<file path="src/sv/gli_pkg.sv">
`timescale 1ns / 1ps
// Package: types, codes and the read termination check of the bus listener.
package gli_pkg;

	typedef enum logic [1:0] {
		PH_IDLE,
		PH_WAIT_DAV,
		PH_WAIT_REL,
		PH_SETTLE
	} phase_t;

	localparam logic [2:0] RSN_RUNNING  = 3'd0;
	localparam logic [2:0] RSN_EOI      = 3'd1;
	localparam logic [2:0] RSN_TERM     = 3'd2;
	localparam logic [2:0] RSN_DAV_TMO  = 3'd3;
	localparam logic [2:0] RSN_REL_TMO  = 3'd4;
	localparam logic [2:0] RSN_ATN      = 3'd5;
	localparam logic [2:0] RSN_UNLISTEN = 3'd6;

	localparam logic [2:0] TERM_CRLF    = 3'd0;
	localparam logic [2:0] TERM_CR      = 3'd1;
	localparam logic [2:0] TERM_LF      = 3'd2;
	localparam logic [2:0] TERM_NONE    = 3'd3;
	localparam logic [2:0] TERM_LFCR    = 3'd4;
	localparam logic [2:0] TERM_ETX     = 3'd5;
	localparam logic [2:0] TERM_CRLFETX = 3'd6;
	localparam logic [2:0] TERM_EOI     = 3'd7;

	localparam logic [2:0] REG_TERM_MODE   = 3'd0;
	localparam logic [2:0] REG_EOI_EN      = 3'd1;
	localparam logic [2:0] REG_END_BYTE_EN = 3'd2;
	localparam logic [2:0] REG_END_BYTE    = 3'd3;
	localparam logic [2:0] REG_TIMEOUT     = 3'd4;
	localparam logic [2:0] REG_SETTLE      = 3'd5;

	localparam int CfgIdxW  = 3;
	localparam int CfgDataW = 16;

	localparam logic [7:0] CH_ETX = 8'h03;
	localparam logic [7:0] CH_LF  = 8'b0000_1010;
	localparam logic [7:0] CH_CR  = 8'b0000_1101;

	localparam logic [15:0] TIMEOUT_RESET = 16'd1200;

	typedef struct packed {
		logic [2:0]  terminator_mode;
		logic        eoi_enable;
		logic        end_byte_enable;
		logic [7:0]  end_byte;
		logic [15:0] read_timeout;
		logic [7:0]  settle_ticks;
	} cfg_t;

	typedef struct packed {
		logic       listen;
		logic       atn_asserted;
		logic       dav_asserted;
		logic       eoi_asserted;
		logic [7:0] bus_byte;
	} item_t;

	typedef struct packed {
		logic        nrfd_assert;
		logic        ndac_assert;
		logic        byte_valid;
		logic [7:0]  data_byte;
		logic        last;
		logic [2:0]  end_reason;
		logic [15:0] byte_count;
	} result_t;

	// End reason for a delivered byte; b1 and b2 are the two bytes before it.
	function automatic logic [2:0] end_check(cfg_t cfg, logic eoi, logic [7:0] b0,
			logic [7:0] b1, logic [7:0] b2);
		logic hit;
		hit = 1'b0;
		if (cfg.eoi_enable || cfg.terminator_mode == TERM_EOI) begin
			return eoi ? RSN_EOI : RSN_RUNNING;
		end
		if (cfg.end_byte_enable) begin
			hit = (b0 == cfg.end_byte);
		end else begin
			unique case (cfg.terminator_mode)
				TERM_CR:      hit = (b0 == CH_CR);
				TERM_LF:      hit = (b0 == CH_LF);
				TERM_NONE:    hit = 1'b0;
				TERM_LFCR:    hit = (b0 == CH_CR) && (b1 == CH_LF);
				TERM_ETX:     hit = (b0 == CH_ETX);
				TERM_CRLFETX: hit = (b0 == CH_ETX) && (b1 == CH_LF) && (b2 == CH_CR);
				default:      hit = (b0 == CH_LF) && (b1 == CH_CR);
			endcase
		end
		return hit ? RSN_TERM : RSN_RUNNING;
	endfunction

endpackage

</file>
<file path="src/sv/gli_if.sv">
`timescale 1ns / 1ps
// Interfaces: the sampled bus line channel and the result channel.
interface gli_in_if;
	logic       valid;
	logic       ready;
	logic       listen;
	logic       atn_asserted;
	logic       dav_asserted;
	logic       eoi_asserted;
	logic [7:0] bus_byte;

	modport source (output valid, listen, atn_asserted, dav_asserted, eoi_asserted,
		bus_byte, input ready);
	modport sink (input valid, listen, atn_asserted, dav_asserted, eoi_asserted,
		bus_byte, output ready);
endinterface

interface gli_out_if;
	logic        valid;
	logic        ready;
	logic        nrfd_assert;
	logic        ndac_assert;
	logic        byte_valid;
	logic [7:0]  data_byte;
	logic        last;
	logic [2:0]  end_reason;
	logic [15:0] byte_count;

	modport source (output valid, nrfd_assert, ndac_assert, byte_valid, data_byte, last,
		end_reason, byte_count, input ready);
	modport sink (input valid, nrfd_assert, ndac_assert, byte_valid, data_byte, last,
		end_reason, byte_count, output ready);
endinterface

</file>
<file path="src/sv/gli_core.sv">
`timescale 1ns / 1ps
// Acceptor handshake state and the per-item step logic with read termination.
module gli_core (
	input  logic             clk,
	input  logic             arst_n,
	input  logic             step,
	input  gli_pkg::item_t   item,
	input  gli_pkg::cfg_t    cfg,
	output gli_pkg::result_t res
);
	import gli_pkg::*;

	phase_t      phase_q, phase_d, cur_phase;
	logic [15:0] wait_q, wait_d, cur_wait, wait_inc, limit;
	logic [7:0]  settle_q, settle_d, cur_settle, settle_dec;
	logic [7:0]  recent0_q, recent0_d, cur_recent0;
	logic [7:0]  recent1_q, recent1_d, cur_recent1;
	logic [7:0]  latch_byte_q, latch_byte_d;
	logic        latch_eoi_q, latch_eoi_d;
	logic [15:0] count_q, count_d, cur_count;
	logic        listen_prev_q;
	logic        start, tmo, ended, valid;
	logic [2:0]  reason;
	logic [7:0]  data;

	assign start = item.listen && !listen_prev_q;

	always_comb begin
		cur_phase   = start ? PH_WAIT_DAV : phase_q;
		cur_wait    = start ? 16'd0 : wait_q;
		cur_settle  = start ? 8'd0 : settle_q;
		cur_recent0 = start ? 8'd0 : recent0_q;
		cur_recent1 = start ? 8'd0 : recent1_q;
		cur_count   = start ? 16'd0 : count_q;

		wait_inc   = (cur_wait != 16'hFFFF) ? cur_wait + 16'd1 : cur_wait;
		limit      = (cfg.read_timeout != 16'd0) ? cfg.read_timeout : 16'd1;
		settle_dec = (cur_settle != 8'd0) ? cur_settle - 8'd1 : 8'd0;

		phase_d      = cur_phase;
		wait_d       = cur_wait;
		settle_d     = cur_settle;
		recent0_d    = cur_recent0;
		recent1_d    = cur_recent1;
		latch_byte_d = latch_byte_q;
		latch_eoi_d  = latch_eoi_q;
		count_d      = cur_count;
		tmo          = 1'b0;
		ended        = 1'b0;
		valid        = 1'b0;
		reason       = RSN_RUNNING;
		data         = 8'd0;

		if (cur_phase != PH_IDLE) begin
			if (!item.listen) begin
				reason = RSN_UNLISTEN;
				ended  = 1'b1;
			end else if (item.atn_asserted) begin
				reason = RSN_ATN;
				ended  = 1'b1;
			end else if (!start) begin
				unique case (cur_phase)
					PH_WAIT_DAV: begin
						if (item.dav_asserted) begin
							latch_byte_d = item.bus_byte;
							latch_eoi_d  = item.eoi_asserted;
							phase_d      = PH_WAIT_REL;
							wait_d       = 16'd0;
						end else begin
							wait_d = wait_inc;
							if (wait_inc >= limit) begin
								reason = RSN_DAV_TMO;
								ended  = 1'b1;
							end
						end
					end
					PH_WAIT_REL: begin
						if (item.dav_asserted) begin
							wait_d = wait_inc;
							tmo    = (wait_inc >= limit);
						end
						if (!item.dav_asserted || tmo) begin
							valid = 1'b1;
							data  = latch_byte_q;
							if (cur_count != 16'hFFFF) begin
								count_d = cur_count + 16'd1;
							end
							reason = end_check(cfg, latch_eoi_q, latch_byte_q,
								cur_recent0, cur_recent1);
							if (reason == RSN_RUNNING && tmo) begin
								reason = RSN_REL_TMO;
							end
							if (reason != RSN_RUNNING) begin
								ended = 1'b1;
							end else begin
								recent1_d = cur_recent0;
								recent0_d = latch_byte_q;
								wait_d    = 16'd0;
								if (cfg.settle_ticks != 8'd0) begin
									phase_d  = PH_SETTLE;
									settle_d = cfg.settle_ticks;
								end else begin
									phase_d = PH_WAIT_DAV;
								end
							end
						end
					end
					default: begin
						settle_d = settle_dec;
						if (settle_dec == 8'd0) begin
							phase_d = PH_WAIT_DAV;
							wait_d  = 16'd0;
						end
					end
				endcase
			end
			if (ended) begin
				phase_d = PH_IDLE;
			end
		end

		res.nrfd_assert = (phase_d == PH_WAIT_REL) || (phase_d == PH_SETTLE);
		res.ndac_assert = (phase_d == PH_WAIT_DAV) || (phase_d == PH_SETTLE);
		res.byte_valid  = valid;
		res.data_byte   = data;
		res.last        = ended;
		res.end_reason  = ended ? reason : RSN_RUNNING;
		res.byte_count  = count_d;
	end

	always_ff @(posedge clk or negedge arst_n) begin
		if (!arst_n) begin
			phase_q       <= PH_IDLE;
			wait_q        <= 16'd0;
			settle_q      <= 8'd0;
			recent0_q     <= 8'd0;
			recent1_q     <= 8'd0;
			latch_byte_q  <= 8'd0;
			latch_eoi_q   <= 1'b0;
			count_q       <= 16'd0;
			listen_prev_q <= 1'b0;
		end else if (step) begin
			phase_q       <= phase_d;
			wait_q        <= wait_d;
			settle_q      <= settle_d;
			recent0_q     <= recent0_d;
			recent1_q     <= recent1_d;
			latch_byte_q  <= latch_byte_d;
			latch_eoi_q   <= latch_eoi_d;
			count_q       <= count_d;
			listen_prev_q <= item.listen;
		end
	end

	// A byte is only ever delivered out of the wait for DAV release.
	a_byte_from_release: assert property (@(posedge clk) disable iff (!arst_n)
		step && res.byte_valid |-> phase_q == PH_WAIT_REL && !start)
		else $error("byte delivered outside the release wait");

	a_last_goes_idle: assert property (@(posedge clk) disable iff (!arst_n)
		step && res.last |=> phase_q == PH_IDLE)
		else $error("read ended but the handshake did not return to idle");

	a_idle_needs_edge: assert property (@(posedge clk) disable iff (!arst_n)
		step && phase_q == PH_IDLE && !start |=> phase_q == PH_IDLE)
		else $error("read started without a rising edge of listen");

	a_count_after_byte: assert property (@(posedge clk) disable iff (!arst_n)
		step && res.byte_valid |-> res.byte_count != 16'd0)
		else $error("byte delivered with a zero byte count");

endmodule

</file>
<file path="src/sv/gpib_listener_receive_with_terminator_unit.sv">
`timescale 1ns / 1ps
// Bus listener: acceptor handshake with read termination, top level.
//
// Each item on in_ch is one sample of the bus lines (listen, ATN, DAV, EOI and
// the data byte). For every item one result leaves on out_ch: the NRFD and NDAC
// drive after that sample, an optional received byte, the end-of-read flag with
// its reason and the byte count of the current read.
// An accepted item sits in the input register, is processed by the core into
// the result register and is offered on out_ch from there. One item is accepted
// every cycle while the result side keeps taking; the handshake step sets that
// rate. When out_ch stalls, the result register holds and the input register
// still takes one more item; after that in_ch.ready falls until the result is
// taken. Reset clears the handshake to idle, both lines released, the count to
// zero and the registers to their defaults (read timeout 1200, all else zero).
// Registers are written through cfg_we, cfg_index and cfg_data; the user must
// keep writes to idle, and the block itself has no check for it.
module gpib_listener_receive_with_terminator_unit (
	input  logic                         clk,
	input  logic                         arst_n,
	gli_in_if.sink                       in_ch,
	gli_out_if.source                    out_ch,
	input  logic                         cfg_we,
	input  logic [gli_pkg::CfgIdxW-1:0]  cfg_index,
	input  logic [gli_pkg::CfgDataW-1:0] cfg_data
);
	import gli_pkg::*;

	cfg_t    cfg_q;
	item_t   item_s1;
	logic    valid_s1;
	result_t core_res, res_s2;
	logic    valid_s2;
	logic    advance;

	assign advance      = valid_s1 && (!valid_s2 || out_ch.ready);
	assign in_ch.ready  = !valid_s1 || advance;

	always_ff @(posedge clk or negedge arst_n) begin
		if (!arst_n) begin
			cfg_q.terminator_mode <= TERM_CRLF;
			cfg_q.eoi_enable      <= 1'b0;
			cfg_q.end_byte_enable <= 1'b0;
			cfg_q.end_byte        <= 8'd0;
			cfg_q.read_timeout    <= TIMEOUT_RESET;
			cfg_q.settle_ticks    <= 8'd0;
		end else if (cfg_we) begin
			unique case (cfg_index)
				REG_TERM_MODE:   cfg_q.terminator_mode <= cfg_data[2:0];
				REG_EOI_EN:      cfg_q.eoi_enable      <= cfg_data[0];
				REG_END_BYTE_EN: cfg_q.end_byte_enable <= cfg_data[0];
				REG_END_BYTE:    cfg_q.end_byte        <= cfg_data[7:0];
				REG_TIMEOUT:     cfg_q.read_timeout    <= cfg_data;
				REG_SETTLE:      cfg_q.settle_ticks    <= cfg_data[7:0];
				default: ;
			endcase
		end
	end

	always_ff @(posedge clk or negedge arst_n) begin
		if (!arst_n) begin
			valid_s1 <= 1'b0;
		end else if (in_ch.ready) begin
			valid_s1 <= in_ch.valid;
		end
	end

	always_ff @(posedge clk) begin
		if (in_ch.ready && in_ch.valid) begin
			item_s1.listen       <= in_ch.listen;
			item_s1.atn_asserted <= in_ch.atn_asserted;
			item_s1.dav_asserted <= in_ch.dav_asserted;
			item_s1.eoi_asserted <= in_ch.eoi_asserted;
			item_s1.bus_byte     <= in_ch.bus_byte;
		end
	end

	gli_core u_core (
		.clk    (clk),
		.arst_n (arst_n),
		.step   (advance),
		.item   (item_s1),
		.cfg    (cfg_q),
		.res    (core_res)
	);

	always_ff @(posedge clk or negedge arst_n) begin
		if (!arst_n) begin
			valid_s2 <= 1'b0;
		end else if (advance) begin
			valid_s2 <= 1'b1;
		end else if (out_ch.ready) begin
			valid_s2 <= 1'b0;
		end
	end

	always_ff @(posedge clk) begin
		if (advance) begin
			res_s2 <= core_res;
		end
	end

	assign out_ch.valid       = valid_s2;
	assign out_ch.nrfd_assert = res_s2.nrfd_assert;
	assign out_ch.ndac_assert = res_s2.ndac_assert;
	assign out_ch.byte_valid  = res_s2.byte_valid;
	assign out_ch.data_byte   = res_s2.data_byte;
	assign out_ch.last        = res_s2.last;
	assign out_ch.end_reason  = res_s2.end_reason;
	assign out_ch.byte_count  = res_s2.byte_count;

endmodule

</file>
<file path="src/flat_wrapper.sv">
// flat-port wrapper written by rule: the top's interface ports become plain ports
module gpib_listener_receive_with_terminator_unit_flat import gli_pkg::*;
  (clk, arst_n, cfg_we, cfg_index, cfg_data, in_ch_valid, in_ch_listen, in_ch_atn_asserted, in_ch_dav_asserted, in_ch_eoi_asserted, in_ch_bus_byte, in_ch_ready, out_ch_valid, out_ch_nrfd_assert, out_ch_ndac_assert, out_ch_byte_valid, out_ch_data_byte, out_ch_last, out_ch_end_reason, out_ch_byte_count, out_ch_ready);
  gli_in_if in_ch_i ();
  gli_out_if out_ch_i ();
  input  logic clk;
  input  logic arst_n;
  input  logic cfg_we;
  input  logic [gli_pkg::CfgIdxW-1:0] cfg_index;
  input  logic [gli_pkg::CfgDataW-1:0] cfg_data;
  input wire logic [$bits(in_ch_i.valid)-1:0] in_ch_valid;
  input wire logic [$bits(in_ch_i.listen)-1:0] in_ch_listen;
  input wire logic [$bits(in_ch_i.atn_asserted)-1:0] in_ch_atn_asserted;
  input wire logic [$bits(in_ch_i.dav_asserted)-1:0] in_ch_dav_asserted;
  input wire logic [$bits(in_ch_i.eoi_asserted)-1:0] in_ch_eoi_asserted;
  input wire logic [$bits(in_ch_i.bus_byte)-1:0] in_ch_bus_byte;
  output wire logic [$bits(in_ch_i.ready)-1:0] in_ch_ready;
  output wire logic [$bits(out_ch_i.valid)-1:0] out_ch_valid;
  output wire logic [$bits(out_ch_i.nrfd_assert)-1:0] out_ch_nrfd_assert;
  output wire logic [$bits(out_ch_i.ndac_assert)-1:0] out_ch_ndac_assert;
  output wire logic [$bits(out_ch_i.byte_valid)-1:0] out_ch_byte_valid;
  output wire logic [$bits(out_ch_i.data_byte)-1:0] out_ch_data_byte;
  output wire logic [$bits(out_ch_i.last)-1:0] out_ch_last;
  output wire logic [$bits(out_ch_i.end_reason)-1:0] out_ch_end_reason;
  output wire logic [$bits(out_ch_i.byte_count)-1:0] out_ch_byte_count;
  input wire logic [$bits(out_ch_i.ready)-1:0] out_ch_ready;
  assign in_ch_i.valid = in_ch_valid;
  assign in_ch_i.listen = in_ch_listen;
  assign in_ch_i.atn_asserted = in_ch_atn_asserted;
  assign in_ch_i.dav_asserted = in_ch_dav_asserted;
  assign in_ch_i.eoi_asserted = in_ch_eoi_asserted;
  assign in_ch_i.bus_byte = in_ch_bus_byte;
  assign in_ch_ready = in_ch_i.ready;
  assign out_ch_valid = out_ch_i.valid;
  assign out_ch_nrfd_assert = out_ch_i.nrfd_assert;
  assign out_ch_ndac_assert = out_ch_i.ndac_assert;
  assign out_ch_byte_valid = out_ch_i.byte_valid;
  assign out_ch_data_byte = out_ch_i.data_byte;
  assign out_ch_last = out_ch_i.last;
  assign out_ch_end_reason = out_ch_i.end_reason;
  assign out_ch_byte_count = out_ch_i.byte_count;
  assign out_ch_i.ready = out_ch_ready;
  gpib_listener_receive_with_terminator_unit u_core (.clk(clk), .arst_n(arst_n), .in_ch(in_ch_i), .out_ch(out_ch_i), .cfg_we(cfg_we), .cfg_index(cfg_index), .cfg_data(cfg_data));
endmodule
</file>
<file path="config.mk">
export PLATFORM = sky130hd
export DESIGN_NAME = gpib_listener_receive_with_terminator_unit_flat
export DESIGN_NICKNAME = d
export VERILOG_FILES = /design/src/sv/gli_pkg.sv /design/src/sv/gli_if.sv /design/src/sv/gli_core.sv /design/src/sv/gpib_listener_receive_with_terminator_unit.sv /design/src/flat_wrapper.sv
export SDC_FILE = /design/constraint.sdc
export NUM_CORES = 1
export LEC_CHECK = 0
export BUFFER_PORTS_ARGS = -buffer_cell sky130_fd_sc_hd__buf_2
export CAP_MARGIN = 30
export CORE_MARGIN = 2
export CORE_UTILIZATION = 40
export DETAILED_ROUTE_END_ITERATION = 7
export HOLD_SLACK_MARGIN = 0.02
export PLACE_DENSITY = 0.56
export REMOVE_ABC_BUFFERS = 1
export SLEW_MARGIN = 20
export SYNTH_ARGS = -nofsm -noshare
export SYNTH_HDL_FRONTEND = slang
export SYNTH_SLANG_ARGS = --single-unit
</file>
<file path="constraint.sdc">
create_clock -name clk -period 7.7 [get_ports clk]
set_input_delay 0.385 -clock clk [delete_from_list [all_inputs] [get_ports clk]]
set_output_delay 0.385 -clock clk [all_outputs]
set_load 0.01 [all_outputs]
</file>
==> results by group, run 1 <==
Outcome
  • Status: complete, no violations

Placed design
  • Post-DP HPWL: between 10 and 15 mm
  • Placed Cells incl. Taps: 1106
  • RePlAce Congestion: 0.9019
  • Port Buffer Count: 68

Worst setup path
  • R2R cell count: 20
  • CP delay by family, top: simple AND/OR/NAND/NOR gates
  • CP endpoint kind: flop
  • Critical Path Start: u_core.item_s1[11]$_DFFE_PP_
  • Critical Path RT: about 8 ns
  • Reg2Reg Setup Slack: around 1.7 ns
  • Crit path launch type: flop
  • Critical path class: flop to flop
  • FF-to-FF End: u_core.out_ch.nrfd_assert$_DFFE_PP_
  • RR Startpoint: u_core.item_s1[11]$_DFFE_PP_
  • Slowest stage delay, CP: ~0.58 ns
  • Slowest CP cell: or4_1
  • Worst Path Max Fanout: 42
  • WP data arrival: ~6.3 ns
  • Worst path cell trace: nand2b_4 > and2_1 > ha_1 > nand2_1 > nor4bb_1 > nand4_1 > nand2b_1 > or4_1 > or2_2 > xor2_1 > nor2_1 > ha_1 > and4_1 > a2111o_1 > o21bai_1 > a21oi_1 > nor2_1 > o311a_1 > or4b_1 > a21oi_1
  • Crit path buf inv count: 0

Detailed routing
  • DRC Markers: 0
  • 1st-iter DRT viols: 473
  • Routed vias: 6314
  • Post-route ant nets: 0
  • Routed wire length: 20.02 mm
  • Detailed Routing Iterations Pass 1: 5
  • Avg Vias per Cell: 5.534
  • WL/cell: roughly 18 µm

Synthesis
  • Post-synth top area cell: dfrtp_1
  • Post-synth ARST share: a little over 70%
  • Largest family of logic cells by synthesized area: simple AND/OR/NAND/NOR gates
  • Synth Area in Adders: ~3.6%
  • Top post-synthesis cells by area: dfrtp_1 32%, edfxtp_1 16%, nand2_1 4.5%
  • Mux share of post-synthesis cell area: around 5.0%
  • Synth Area in Compound Gates: between 15 and 20%
  • Post-Synth Simple-Gate Area: a little under a fifth
  • Synth Area in XOR/XNOR: under 10%
  • Synth top area share: a little under a third
  • Cells after Synth: ~790
  • Top post-synthesis cells by count: 103 x dfrtp_1, 97 x nand2_1, 50 x o21ai_0, 48 x nor2_1, 43 x edfxtp_1
  • Mean post-synth cell area: approximately 10 µm²
  • Synth warn: 0
  • Seq cells post-synth: 150
  • Post-Syn Area: between 0.008 and 0.009 mm²
  • Synth cell types: slightly above 80
  • Post-synth EDFFs: 43
  • Post-synth top flop: dfrtp_1
  • Most common cell in the netlist: dfrtp_1
  • Sequential area share after synthesis: 49.14%

Die
  • Initial Util: between 40% and 50%
  • Die area: between 0.02 and 0.025 mm²
  • IO Pins: 69
  • # rows: 52
  • Core area: around 0.020 mm²
  • Die H: between 100 and 150 µm
  • Die X: approximately 150 µm

Run
  • Max-Cap Viols: 0

CTS
  • Number of H-tree levels: 4
  • Sink Count: 150
  • Clock tree buffer depth: 2
  • CTS root buf: clkbuf_16
  • CTS tree: built
  • CTS clk-pin slew, worst paths: about 0.07 ns
  • Worst-Skew Late Latency: 0.43 ns
  • Inserted Clock Buffers: 17
  • Post-CTS setup buffers: 0

Pwr
  • Cell Pwr Density: around 260 mW/mm²
  • Total power draw: around 2.5 mW
  • Peak VDD IR: 0.1569 mV
  • Leak Pwr: between 3 and 4 nW

Hold path
  • Worst Hold Path Cells: 1
  • Worst Hold Path EP: u_core.item_s1[3]$_DFFE_PP_
  • Hold path startpoint: in_ch_bus_byte[3]
  • Worst Hold Class: input port to flop

Timing
  • Final slew viol count: 0
  • Fin crit period: between 5 and 6 ns
  • Setup violations, final: 0
  • RSZ-0062 raised after global routing: false
  • Fmax: about 0.17 GHz
  • Slew margin rel.: roughly 44%
  • Clock Skew: about 0.011 ns
  • Worst-Margin Slew: 0.8383 ns
  • Final Hold Fails: 0
  • Setup TNS: 0 ns
  • Crit share post-route: 77.43%

Cells and area
  • # fillers: around 1900
  • Share of layout cells above drive strength 1: 18.83%
  • N_diodes: 0
  • Non-Filler Instances: about 1100
  • Final Util: between 40% and 50%
  • Area grow syn2layout: 16.29%
  • Final net count: just over 900

GRT
  • GRT Util Overall: between 15 and 20%
  • Largest net degree at the start of global routing: 72
  • First-pass GRT wire length: 32.75 mm
  • Initial antenna violation count: 0
  • GR Overflow Total: 0
  • Vias in the first global route: between 5000 and 6000
-- final cells by class --
class / count / area (µm²) / area share [%]
Clock inverter: 15 / 210.2 / 2.235
Timing Repair Buffer: 78 / 437.9 / 4.657
Clock buffer: 17 / 425.4 / 4.524
Tap cell: 270 / 337.8 / 3.592
Multi-Input combinational cell: 583 / 3914 / 41.62
Sequential cell: 150 / 3974 / 42.26
Inverter: 28 / 105.1 / 1.118
-- state kept, by name, indices dropped and copies added (netlist names), 3 cells and up --
name                        count
u_core.u_core.wait_q           16
u_core.item_s1                 12
u_core.u_core.recent0_q         8
u_core.out_ch.data_byte         8
u_core.u_core.settle_q          8
u_core.out_ch.end_reason        3
u_core.out_ch.byte_count       16
u_core.u_core.recent1_q         8
u_core.u_core.count_q          16
u_core.cfg_q                   37
u_core.u_core.latch_byte_q      8
-- cell usage in the layout (no fill, tap or decap), types with 4 or more instances in the layout --
cell type	count
a32o_1	5
o31ai_1	9
and3_1	8
a21oi_1	33
a31oi_1	7
a22o_1	26
o311ai_0	4
dfrtp_1	103
nand3_1	19
buf_2	68
ha_1	23
dfstp_2	4
nand4_1	10
nand2b_1	16
nor4_1	13
o21ai_0	50
nand2_1	97
mux2_2	32
nor2b_1	5
edfxtp_1	43
o2bb2ai_1	6
buf_4	8
nor3_1	20
mux2i_1	4
clkbuf_16	17
a21o_1	6
o21a_1	7
inv_6	5
nor2_1	48
o21bai_1	4
and2_1	15
o22ai_1	4
o211ai_1	5
or3_1	6
xnor2_1	9
inv_1	28
xor2_1	25
-- power breakdown --
group / total [mW] / switching [mW] / internal (mW)
clock: 0.905 / 0.380 / 0.525
sequential: 1.04 / 0.112 / 0.932
combinational: 0.532 / 0.321 / 0.210
total: 2.48 / 0.814 / 1.67
-- metal layers --
metal	track usage, %	wire length (µm)
met5	0	0
met4	6.068	358
met3	3.781	960
met2	29.34	8925
met1	28.21	9773
-- how the worst max path moves through the flow --
stage | end | slack, ns | cells after the start
floorplan | u_core.out_ch.nrfd_assert$_DFFE_PP_ | 2.20 | 17
global placement | u_core.out_ch.nrfd_assert$_DFFE_PP_ | 1.95 | 20
detailed placement | u_core.out_ch.nrfd_assert$_DFFE_PP_ | 1.83 | 20
CTS | u_core.out_ch.nrfd_assert$_DFFE_PP_ | 1.80 | 20
global route | u_core.out_ch.nrfd_assert$_DFFE_PP_ | 1.39 | 20
finish | u_core.out_ch.nrfd_assert$_DFFE_PP_ | 1.74 | 20
-- timing repair --
item	in CTS	in global routing
hold buffers	1	0
resized for setup	0	0
hold endpoints to repair	35	0
setup endpoints to repair	0	0
-- cell families (layout without fill, tap and decap cells) --
kind of cell,count (synthesis),count (layout)
compound gates,198,198
simple gates,292,292
fa+ha+maj,23,23
mux,36,36
xor+xnor,34,34
buf+inv,54,138
flops,150,150
-- stage by stage --
| stage | instance area [µm²] | hold WS, ns | setup slack, ns |
|---|---|---|---|
| 2_1_floorplan | 7988 | 0.08941 | 2.197 |
| 3_3_place_gp | 8726 | 0.3985 | 1.953 |
| 3_5_place_dp | 8726 | 0.3932 | 1.831 |
| 4_1_cts | 9371 | 0.1062 | 1.803 |
| 5_1_grt | 9404 | 0.1026 | 1.394 |
| 6_report | 9404 | 0.1224 | 1.738 |
Note: power is estimated with default switching activity, not from simulation.
==> inputs of run 2 (changes only) <==
--- a/config.mk
+++ b/config.mk
@@ -11,7 +11,7 @@
 export CORE_UTILIZATION = 40
 export DETAILED_ROUTE_END_ITERATION = 7
 export HOLD_SLACK_MARGIN = 0.02
-export PLACE_DENSITY = 0.56
+export PLACE_DENSITY = 0.58
 export REMOVE_ABC_BUFFERS = 1
 export SLEW_MARGIN = 20
 export SYNTH_ARGS = -nofsm -noshare
==> constraint.sdc (replaced) <==
create_clock -name clk -period 5.2 [get_ports clk]
set_input_delay 0.26 -clock clk [delete_from_list [all_inputs] [get_ports clk]]
set_output_delay 0.26 -clock clk [all_outputs]
set_load 0.01 [all_outputs]
==> run 2 against run 1 <==
- clock skew increased by 0.0027 ns
- largest cell class unchanged
- critical path depth is the same
- clock power is 38% higher
- cell area increased by 2.2%
- combinational power grew 53%
- critical path type unchanged
- sequential share of layout area shrank 0.91 points
- register-to-register slack got worse by 1.5 ns
- sequential power rose by 49%
- core utilization is 1.0 points higher
- global-route usage up 0.18 points
==> results by group, run 2 (synthesis gave the netlist of run 1 again) <==
Detailed routing
  • Post-route ant nets: 0 (unchanged)
  • WL/cell: 17.58 µm (+0.19%)
  • 1st-iter DRT viols: 481 (+1.7%)
  • Routed wire length: 20.46 mm (+2.2%)
  • Avg Vias per Cell: 5.535 (about the same)
  • Routed vias: 6443 (+2.0%)
  • Detailed Routing Iterations Pass 1: 5 (unchanged)
  • DRC Markers: 0 (unchanged)

Worst setup path
  • Slowest CP cell: or4b_4
  • CP endpoint kind: flop
  • Critical Path RT: 5.48 ns (-2.51 ns)
  • Worst path cell trace: nand2b_4 > and2_1 > ha_1 > nand2_1 > nor4bb_2 > nand4_1 > nand2b_1 > or4_4 > or2_2 > xor2_1 > nor2_1 > ha_1 > and4_1 > a2111o_1 > o21bai_1 > a21oi_2 > nor2_1 > o311a_1 > or4b_4 > a21oi_2
  • Crit path launch type: flop
  • WP data arrival: 5.23 ns (-1.02 ns)
  • Critical path class: flop to flop
  • Worst Path Max Fanout: 4 (-90%)
  • Slowest stage delay, CP: 0.54 ns (-0.04 ns)

Timing
  • Clock Skew: 0.01326 ns (+0.002656 ns)
  • Setup TNS: 0 ns (unchanged)
  • Fmax: 0.2023 GHz (+21%)
  • Crit share post-route: 95.08% (+18 points)
  • Worst-Margin Slew: 0.8660 ns (+0.02767 ns)
  • Fin crit period: 4.944 ns (-1.018 ns)
  • Final slew viol count: 0 (unchanged)
  • Setup ws final: 0.2559 ns (-1.482 ns)
  • Slew margin rel.: 41.88% (-2.0 points)
  • Hold Worst Slack: 0.04696 ns (-0.07547 ns)
  • Final Hold Fails: 0 (unchanged)
  • Setup violations, final: 0 (unchanged)

Die
  • Die area: 0.02137 mm² (unchanged)
  • Core area: 0.02004 mm² (unchanged)
  • # rows: 52 (unchanged)
  • Initial Util: 40.35% (unchanged)
  • IO Pins: 69 (unchanged)
  • Die H: 146.2 µm (unchanged)
  • Die X: 146.2 µm (unchanged)

Outcome
  • Status: complete, no violations

Cells and area
  • Most common cell after layout, fill and taps aside: dfrtp_1
  • Largest register FFs: 37 (unchanged)
  • Largest reg by FF count: u_core.cfg_q
  • N_diodes: 0 (unchanged)
  • Final net count: 940 (+2.5%)
  • Most frequent cells in the layout: 103 x dfrtp_1, 97 x nand2_1, 67 x buf_2
  • Area grow syn2layout: 18.85%
  • Share of layout cells above drive strength 1: 20.25% (+1.4 points)

Placed design
  • RePlAce Congestion: 0.8935 (-0.93%)
  • Placement Setup Slack: 0.08583 ns (-1.746 ns)
  • Port Buffer Count: 68 (unchanged)
  • Post-DP HPWL: 14.46 mm (+2.9%)

CTS
  • CTS clk-pin slew, worst paths: 0.07 ns (about the same)
  • Inserted Clock Buffers: 17 (unchanged)
  • Worst-Skew Late Latency: 0.43 ns (about the same)
  • Number of H-tree levels: 4 (unchanged)
  • CTS tree: built
  • Post-CTS setup buffers: 0 (unchanged)
  • Clock tree buffer depth: 2 (unchanged)
  • CTS root buf: clkbuf_16
  • Sink Count: 150 (unchanged)

GRT
  • GRT Util Overall: 19.57% (+0.18 points)
  • GR Overflow Total: 0 (unchanged)
  • Largest net degree at the start of global routing: 56 (-22%)
  • Initial antenna violation count: 0 (unchanged)
  • Vias in the first global route: 6243 (+4.9%)
  • First-pass GRT wire length: 33.29 mm (+1.6%)

Pwr
  • Leak Pwr: 4.025 nW (+2.1%)
  • Cell Pwr Density: 376.3 mW/mm² (+43%)
  • Peak VDD IR: 0.2442 mV (+56%)

Hold path
  • Worst Hold Class: input port to flop

Run
  • Max-Cap Viols: 0 (unchanged)
==> run 2: routing by layer <==
layer	vias to the layer above	part of all wire, %	track usage (%)	wire length (µm)
met2	167	46	30.38	9484
met3	24	4.1	3.562	831
met5	-	0	0	0
met1	3147	48	28.15	9841
met4	0	1.5	5.777	303
li1	3105	-	-	-
==> run 2: where the power goes <==
| part | total [mW] | leakage (nW) | switching [mW] | internal (mW) |
|---|---|---|---|---|
| logic | 0.815 | 1.95 | 0.488 | 0.328 |
| clock network | 1.25 | 0.282 | 0.533 | 0.721 |
| registers | 1.55 | 1.80 | 0.168 | 1.38 |
| total | 3.62 | 4.02 | 1.19 | 2.43 |
==> run 2: final cells by class <==
type,instances,area [µm²]
fill,1919,10430
timing repair buffer,101,643.1
multi-input combinational,583,3959
tap,270,337.8
clock buffer,18,429.2
inverter,28,105.1
sequential,150,3974
clock inverter,14,162.7
==> run 2: path summary, 6_finish.rpt <==
path,from,end,slack [ns],depth (start not counted)
hold reg to reg,u_core.item_s1[4]$_DFFE_PP_,u_core.u_core.latch_byte_q[4]$_DFFE_PN0P_,0.48,1
min in group asynchronous,arst_n,u_core.cfg_q[11]$_DFFE_PN0P_,0.29,2
setup / recovery,u_core.u_core.listen_prev_q$_DFFE_PN0P_,u_core.out_ch.nrfd_assert$_DFFE_PP_,0.26,20
hold / removal,cfg_data[8],u_core.cfg_q[16]$_DFFE_PN0P_,0.05,3
setup reg to reg,u_core.u_core.listen_prev_q$_DFFE_PN0P_,u_core.out_ch.nrfd_assert$_DFFE_PP_,0.26,20
max in group asynchronous,arst_n,u_core.cfg_q[18]$_DFFE_PN1P_,4.16,3
==> run 2: what timing repair did <==
action / in CTS / in global routing
endpoints found under the setup margin: 0 / 17
endpoints found under the hold margin: 30 / 0
hold buffers: 13 / 0
resized for setup: 0 / 9
==> run 2: through the flow <==
| stage | cell area [µm²] | cells | util, % | power (mW) |
|---|---|---|---|---|
| after CTS | 9565 | 1164 | 47.73 | 3.633 |
| after detailed placement | 8843 | 1119 | 44.13 | 2.362 |
| after global placement | 8816 | 1118 | 43.99 | 2.347 |
| final | 9610 | 1164 | 47.96 | 3.616 |
| after global routing | 9610 | 1164 | 47.96 | 3.815 |
| after floorplan | 7988 | 761 | - | 2.064 |
==> run 2: worst max-delay path, delay by kind of cell, from the launching register on <==
| family | cells | cell delay (ns) |
|---|---|---|
| AO/OA/AOI/OAI | 5 | 1.32 |
| XOR/XNOR | 1 | 0.14 |
| adder cells (fa/ha/maj) | 2 | 0.50 |
| flip-flops | 1 | 0.37 |
| AND/OR/NAND/NOR | 12 | 2.47 |
